### src/rtl/core/qbcg_pkg.sv
// qbcg_pkg: shared types and constants of the quota batch credit grant block
// no dependencies; imported by every module of the block

package qbcg_pkg;

   localparam int EP_W   = 2;
   localparam int STAMP_W = 32;
   localparam int CAP_W  = 16;

   typedef enum logic [1:0] {
      ST_GRANTED = 2'd0,
      ST_CLOCK   = 2'd1,
      ST_BUDGET  = 2'd2,
      ST_STORAGE = 2'd3
   } status_type;

   typedef enum logic [0:0] {
      CSR_DAILY_CAP   = 1'b0,
      CSR_MONTHLY_CAP = 1'b1
   } csr_index_type;

   typedef struct packed {
      logic [EP_W-1:0]    endpoint;
      logic [STAMP_W-1:0] day_number;
      logic [STAMP_W-1:0] month_number;
      logic               write_ok;
   } req_type;

endpackage

### src/rtl/core/quota_batch_credit_grant.sv
// quota_batch_credit_grant: top level, daily and monthly quota limiter with batched credits
// depends on qbcg_pkg, qbcg_req_reg and qbcg_engine
// the status beat reaches rsp_valid through the input register and then the engine's result register
// throughput: one request per cycle, set by the input register and the single pass decision
// reset: synchronous; clears caps, stamps, usage and credits; busy is high only in reset
// the result strobe lasts one cycle and cannot be held off by the receiver

module quota_batch_credit_grant
   import qbcg_pkg::*;
#(
   parameter int ENDPOINT_COUNT = 3,
   parameter int BATCH_MAX      = 4
)
(
   input  logic               clock,
   input  logic               reset,
   input  logic               start,
   output logic               busy,
   input  logic [EP_W-1:0]    req_endpoint,
   input  logic [STAMP_W-1:0] req_day_number,
   input  logic [STAMP_W-1:0] req_month_number,
   input  logic               req_write_ok,
   output logic               rsp_valid,
   output logic [1:0]         rsp_status,
   input  logic               csr_write_enable,
   input  logic [0:0]         csr_index,
   input  logic [CAP_W-1:0]   csr_write_data
);

   req_type    req_beat;
   req_type    item;
   logic       item_valid;
   status_type status;

   assign busy = reset;

   always_comb begin
      req_beat.endpoint     = req_endpoint;
      req_beat.day_number   = req_day_number;
      req_beat.month_number = req_month_number;
      req_beat.write_ok     = req_write_ok;
   end

   qbcg_req_reg u_req_reg (
      .clock      (clock),
      .reset      (reset),
      .load       (start && !busy),
      .req_in     (req_beat),
      .item_valid (item_valid),
      .item       (item)
   );

   qbcg_engine #(
      .ENDPOINT_COUNT (ENDPOINT_COUNT),
      .BATCH_MAX      (BATCH_MAX)
   ) u_engine (
      .clock            (clock),
      .reset            (reset),
      .item_valid       (item_valid),
      .item             (item),
      .csr_write_enable (csr_write_enable),
      .csr_index        (csr_index_type'(csr_index)),
      .csr_write_data   (csr_write_data),
      .rsp_valid        (rsp_valid),
      .rsp_status       (status)
   );

   assign rsp_status = status;

endmodule

### src/rtl/core/qbcg_req_reg.sv
// qbcg_req_reg: input register that captures one request beat
// depends on qbcg_pkg

module qbcg_req_reg
   import qbcg_pkg::*;
(
   input  logic    clock,
   input  logic    reset,
   input  logic    load,
   input  req_type req_in,
   output logic    item_valid,
   output req_type item
);

   logic    valid_ff;
   logic    valid_in;
   req_type req_ff;
   req_type req_next;

   always_comb begin
      valid_in = load;
      req_next = load ? req_in : req_ff;
   end

   always_ff @(posedge clock) begin
      if (reset) begin
         valid_ff <= 1'b0;
      end else begin
         valid_ff <= valid_in;
      end
      req_ff <= req_next;
   end

   assign item_valid = valid_ff;
   assign item       = req_ff;

endmodule

### src/rtl/core/qbcg_engine.sv
// qbcg_engine: quota state, cap registers, single pass decision and result register
// depends on qbcg_pkg

module qbcg_engine
   import qbcg_pkg::*;
#(
   parameter int ENDPOINT_COUNT = 3,
   parameter int BATCH_MAX      = 4
)
(
   input  logic          clock,
   input  logic          reset,
   input  logic          item_valid,
   input  req_type       item,
   input  logic          csr_write_enable,
   input  csr_index_type csr_index,
   input  logic [CAP_W-1:0] csr_write_data,
   output logic          rsp_valid,
   output status_type    rsp_status
);

   localparam int SUM_W = CAP_W + $clog2(ENDPOINT_COUNT);
   localparam int CRD_W = (BATCH_MAX > 1) ? $clog2(BATCH_MAX) : 1;
   localparam int N_W   = $clog2(BATCH_MAX + 1);

   logic [CAP_W-1:0]   cap_d_ff, cap_d_in;
   logic [CAP_W-1:0]   cap_m_ff, cap_m_in;
   logic [STAMP_W-1:0] stored_day_ff, stored_day_in;
   logic [STAMP_W-1:0] stored_month_ff, stored_month_in;
   logic [CAP_W-1:0]   day_use_ff [ENDPOINT_COUNT];
   logic [CAP_W-1:0]   day_use_in [ENDPOINT_COUNT];
   logic [CAP_W-1:0]   month_use_ff [ENDPOINT_COUNT];
   logic [CAP_W-1:0]   month_use_in [ENDPOINT_COUNT];
   logic [CRD_W-1:0]   credit_ff [ENDPOINT_COUNT];
   logic [CRD_W-1:0]   credit_in [ENDPOINT_COUNT];
   logic               valid_ff, valid_in;
   status_type         status_ff, status_in;

   logic [ENDPOINT_COUNT-1:0] sel;
   logic [CAP_W-1:0]   wd [ENDPOINT_COUNT];
   logic [CAP_W-1:0]   wm [ENDPOINT_COUNT];
   logic [SUM_W-1:0]   used_d, used_m;
   logic [CRD_W-1:0]   crd_cur;
   logic [CAP_W-1:0]   head_d, head_m, head;
   logic [N_W-1:0]     n;
   logic               clk_err, day_chg, month_chg, any_chg, over, at_cap;

   // decision path
   always_comb begin
      clk_err = (int'(item.endpoint) >= ENDPOINT_COUNT) || (item.day_number == '0)
                || (item.month_number == '0) || (item.day_number < stored_day_ff)
                || (item.month_number < stored_month_ff);
      day_chg   = item.day_number != stored_day_ff;
      month_chg = item.month_number != stored_month_ff;
      any_chg   = day_chg || month_chg;

      used_d  = '0;
      used_m  = '0;
      crd_cur = '0;
      for (int i = 0; i < ENDPOINT_COUNT; i++) begin
         sel[i] = int'(item.endpoint) == i;
         wd[i]  = day_chg ? '0 : day_use_ff[i];
         wm[i]  = month_chg ? '0 : month_use_ff[i];
         used_d = used_d + SUM_W'(wd[i]);
         used_m = used_m + SUM_W'(wm[i]);
         if (sel[i] && !any_chg) begin
            crd_cur = credit_ff[i];
         end
      end

      over   = (used_d > SUM_W'(cap_d_ff)) || (used_m > SUM_W'(cap_m_ff));
      at_cap = (used_d == SUM_W'(cap_d_ff)) || (used_m == SUM_W'(cap_m_ff));

      // only used once both totals are below their caps
      head_d = cap_d_ff - used_d[CAP_W-1:0];
      head_m = cap_m_ff - used_m[CAP_W-1:0];
      head   = (head_m < head_d) ? head_m : head_d;
      n      = (head > CAP_W'(BATCH_MAX)) ? N_W'(BATCH_MAX) : head[N_W-1:0];
   end

   // next state
   always_comb begin
      cap_d_in        = cap_d_ff;
      cap_m_in        = cap_m_ff;
      stored_day_in   = stored_day_ff;
      stored_month_in = stored_month_ff;
      day_use_in      = day_use_ff;
      month_use_in    = month_use_ff;
      credit_in       = credit_ff;
      valid_in        = item_valid;
      status_in       = ST_CLOCK;

      if (csr_write_enable) begin
         unique case (csr_index)
            CSR_DAILY_CAP:   cap_d_in = csr_write_data;
            CSR_MONTHLY_CAP: cap_m_in = csr_write_data;
            default: ;
         endcase
      end

      if (item_valid && !clk_err) begin
         if (any_chg) begin
            for (int i = 0; i < ENDPOINT_COUNT; i++) begin
               credit_in[i] = '0;
            end
         end
         priority if (over) begin
            status_in = ST_BUDGET;
         end else if (crd_cur != '0) begin
            status_in = ST_GRANTED;
            for (int i = 0; i < ENDPOINT_COUNT; i++) begin
               if (sel[i]) begin
                  credit_in[i] = crd_cur - 1'b1;
               end
            end
         end else if (at_cap) begin
            status_in = ST_BUDGET;
         end else if (!item.write_ok) begin
            status_in = ST_STORAGE;
         end else begin
            // commit the batch
            status_in       = ST_GRANTED;
            stored_day_in   = item.day_number;
            stored_month_in = item.month_number;
            for (int i = 0; i < ENDPOINT_COUNT; i++) begin
               day_use_in[i]   = sel[i] ? wd[i] + CAP_W'(n) : wd[i];
               month_use_in[i] = sel[i] ? wm[i] + CAP_W'(n) : wm[i];
               if (sel[i]) begin
                  credit_in[i] = CRD_W'(n - 1'b1);
               end
            end
         end
      end
   end

   always_ff @(posedge clock) begin
      if (reset) begin
         cap_d_ff        <= '0;
         cap_m_ff        <= '0;
         stored_day_ff   <= '0;
         stored_month_ff <= '0;
         for (int i = 0; i < ENDPOINT_COUNT; i++) begin
            day_use_ff[i]   <= '0;
            month_use_ff[i] <= '0;
            credit_ff[i]    <= '0;
         end
         valid_ff <= 1'b0;
      end else begin
         cap_d_ff        <= cap_d_in;
         cap_m_ff        <= cap_m_in;
         stored_day_ff   <= stored_day_in;
         stored_month_ff <= stored_month_in;
         day_use_ff      <= day_use_in;
         month_use_ff    <= month_use_in;
         credit_ff       <= credit_in;
         valid_ff        <= valid_in;
      end
      status_ff <= status_in;
   end

   assign rsp_valid  = valid_ff;
   assign rsp_status = status_ff;

endmodule

### config.mk
export PLATFORM = sky130hd
export DESIGN_NAME = quota_batch_credit_grant
export DESIGN_NICKNAME = d
export VERILOG_FILES = /design/src/rtl/core/qbcg_pkg.sv /design/src/rtl/core/quota_batch_credit_grant.sv /design/src/rtl/core/qbcg_req_reg.sv /design/src/rtl/core/qbcg_engine.sv
export SDC_FILE = /design/constraint.sdc
export NUM_CORES = 1
export LEC_CHECK = 0
export ABC_AREA = 1
export BUFFER_PORTS_ARGS = -buffer_cell sky130_fd_sc_hd__clkbuf_2
export CAP_MARGIN = 20
export CORE_MARGIN = 4
export CORE_UTILIZATION = 51
export CTS_BUF_LIST = sky130_fd_sc_hd__clkbuf_4 sky130_fd_sc_hd__clkbuf_8 sky130_fd_sc_hd__clkbuf_16
export DETAILED_ROUTE_END_ITERATION = 10
export PLACE_DENSITY = 0.7
export SYNTH_ARGS = -nofsm -noshare
export SYNTH_HDL_FRONTEND = slang
export SYNTH_SLANG_ARGS = --single-unit
### constraint.sdc
create_clock -name clock -period 11.85 [get_ports clock]
set_input_delay 2.37 -clock clock [delete_from_list [all_inputs] [get_ports clock]]
set_output_delay 2.37 -clock clock [all_outputs]
set_load 0.01 [all_outputs]
==> run summary <==
Status - finished, final reports clean
Maximum clock frequency - 0.0959 GHz
Hold-fix buffers, CTS - 0
Clock root cell - clkbuf_16
Starting Density - 0.515
Die Y-Extent - 214 µm
WS Path Type - register to register
Multi-input logic area - 0.0130 mm²
Syn Nets - 3530
Placement Setup Slack - 1.66 ns
Avg WL per Cell - 15.5 µm
CP max FO - 22
FILL cells - 4020
Post-DRT Antenna Nets - 0
Total track usage - 0.259
Worst Path Arrival - 10.82 ns
Mux cell area share after synthesis - 0
Max Root-Sink Buffers - 3
Clock sinks - 269
# DRC - 0
Final Core Density - 0.562
Synth Area in Compound Gates - 0.147
DP HPWL - 44600 µm
Worst hold path class - register to register
Slew @ Worst Pin - 1.08 ns
Number of cell rows - 75
CP peak stage delay - 0.62 ns
Flops & latches, synth - 269
Adder-cell share of the synthesized area - 0.129
Initial antenna violation count - 0
I/O Buffers - 91
Layout cell share with drive strength beyond 1 - 0.0740
Final setup fails - 0
Synth top area share - 0.187
Area leader, netlist - dfxtp_1
Syn. warnings - 0
Worst vdd ir - 124 µV
GPL Wtd Cong - 0.949
Largest net degree at the start of global routing - 92
First-pass GRT wire length - 98000 µm
CP top delay family - simple AND/OR/NAND/NOR gates
FF+latch area - 0.00606 mm²
Tcrit/Tclk final - 0.880
Final hold vios - 0
Placed inst area - 0.0224 mm²
Synth Area in Simple Gates - 0.287
TritonCTS Buffers - 34
Leakage - 10.6 nW
Top post-synthesis cells by area - dfxtp_1 (19%), ha_1 (13%), nand2_1 (11%), inv_1 (9.5%), edfxtp_1 (9.3%)
Max-cap violations - 0
Overall power - 2.60 mW
Worst EP required - 12.24 ns
ANT cells - 0
Vias post-DR - 21000
Via density - 5.48
Setup_tns - 0 ns
Synth cell count leaders - nand2_1 (652), inv_1 (547), nor2_1 (340)
Post-CTS sizing - 0
CP Launch Type - register
Avg Cell Area, Syn - 6.70 µm²
Post-CTS setup buffers - 0
Iter 0 DRT Violations - 1528
Core area - 0.0419 mm²
Sequential fraction of the synthesis area - 0.280
Clock Skew - 0.0301 ns
Reg clk slew, reported paths - 0.06 ns
Gate Count Post-Synth - 3222
GR Overflow Total - 0
Final min period - 10.43 ns
Final WS setup - 1.42 ns
Worst rel slew slack - 0.262
Layout overhead on the synthesized area - 9.22%
RSZ-0062 raised after global routing - no
Most frequent CP cell - nand2_1
Slowest cell on the critical path - nor2_1
Fin area - 0.0236 mm²
DIE WIDTH - 214 µm
Async SR Flop Fraction - 0
H-tree level count - 2
Worst skew pair latency - 0.56 ns
Final net count - 3580
Die Area - 0.0457 mm²
# IOs - 92
Syn Std Cell Area - 0.0216 mm²
Most used DFF post-synth - dfxtp_1
Buf/Inv on CP - 4
Largest family of logic cells by synthesized area - simple AND/OR/NAND/NOR gates
DRT Pass-1 Iters - 5
Post-synth EDFFs - 67
Synth Area in XOR/XNOR - 0.0393
Count leader, synth - nand2_1
Detailed Route WL - 59600 µm
Fin. max-slew vios - 0
Critical path endpoint category - register
CTS tree - built
Distinct cells, synth - 67
Pwr dens - 110 mW/mm²
Via count of the first global-routing pass - 20300
-- worst reg2reg max path: cells and delay by family, from the launching register on --
| kind | cells | cell delay (ns) |
|---|---|---|
| DFF | 1 | 0.39 |
| AOI/OAI and AO/OA | 11 | 2.39 |
| and+or+nand+nor | 29 | 4.77 |
| buffers and inverters | 4 | 0.30 |
| xor gates and xnor gates | 3 | 0.58 |
| adders and majority gates | 6 | 1.87 |
-- path summary, 6_finish.rpt --
check / startpoint / end / slack [ns] / cells past startpoint
worst max-delay path: u_req_reg.item[48] / u_engine.day_use_ff[9] / 1.42 / 53
worst min-delay path: u_req_reg.item_valid / u_engine.rsp_valid / 0.43 / 2
worst max register to register: u_req_reg.item[48] / u_engine.day_use_ff[9] / 1.42 / 53
worst min register to register: u_req_reg.item_valid / u_engine.rsp_valid / 0.43 / 2
-- kinds of logic (layout without fill, tap and decap cells) --
| kind of cell | Yosys count | count (layout) |
|---|---|---|
| xor+xnor | 97 | 97 |
| buf+inv | 646 | 721 |
| simple gates | 1404 | 1404 |
| compound gates | 586 | 586 |
| flops | 269 | 269 |
| fa+ha+maj | 220 | 220 |
-- through the flow --
step	std cells	hold WS, ns
finish	3836	0.426
global route	3836	0.450
CTS	3836	0.424
detailed placement	3775	0.410
global placement	3775	0.416
floorplan	3222	0.400
-- layout make-up --
type / instances / share of cell area
sequential: 269 / 0.257
clock buffer: 47 / 0.0410
inverter: 556 / 0.0886
tap: 539 / 0.0286
clock inverter: 14 / 0.00918
timing repair buffer: 104 / 0.0234
multi-input combinational: 2307 / 0.552
-- routing by layer --
layer	routed length [µm]	part of all wire	track usage
met5	0	0	0
met4	2000	0.034	0.0989
met3	3710	0.062	0.0268
met2	27200	0.46	0.436
met1	26700	0.45	0.344
-- report_power, final --
group | leakage (nW) | total (mW) | switching (mW) | internal, mW
Sequential | 2.27 | 1.01 | 0.0229 | 0.982
Combinational | 7.77 | 0.505 | 0.339 | 0.166
Clock | 0.593 | 1.09 | 0.428 | 0.666
-- sequential cells by signal, indices dropped and copies added, names as in the netlist --
signal	flops
u_req_reg.item	67
u_engine.day_use_ff	48
u_engine.month_use_ff	48
u_engine.stored_day_ff	32
u_engine.stored_month_ff	32
u_engine.cap_d_ff	16
u_engine.cap_m_ff	16
u_engine.credit_ff	6
u_engine.rsp_status	2
u_engine.rsp_valid	1
u_req_reg.item_valid	1
-- cells in the final DEF, fill, tap and decap left out, types with 8 or more instances in the layout --
master	instances
clkbuf_2	91
clkinv_2	8
inv_1	546
a211oi_1	9
and2_1	8
nor4_1	28
xor2_1	60
edfxtp_1	67
o21ai_1	17
a21oi_1	291
buf_4	13
o21bai_1	10
dfxtp_1	202
clkbuf_16	34
nor3_1	67
o21ai_0	192
nand3b_1	17
nand2_2	16
xnor2_1	37
nor2_1	338
nand3_1	145
nand2_1	650
nor2_2	17
clkbuf_4	10
o211ai_1	9
ha_1	216
nand4_1	83
No activity file was read; power rests on OpenSTA's default activity.
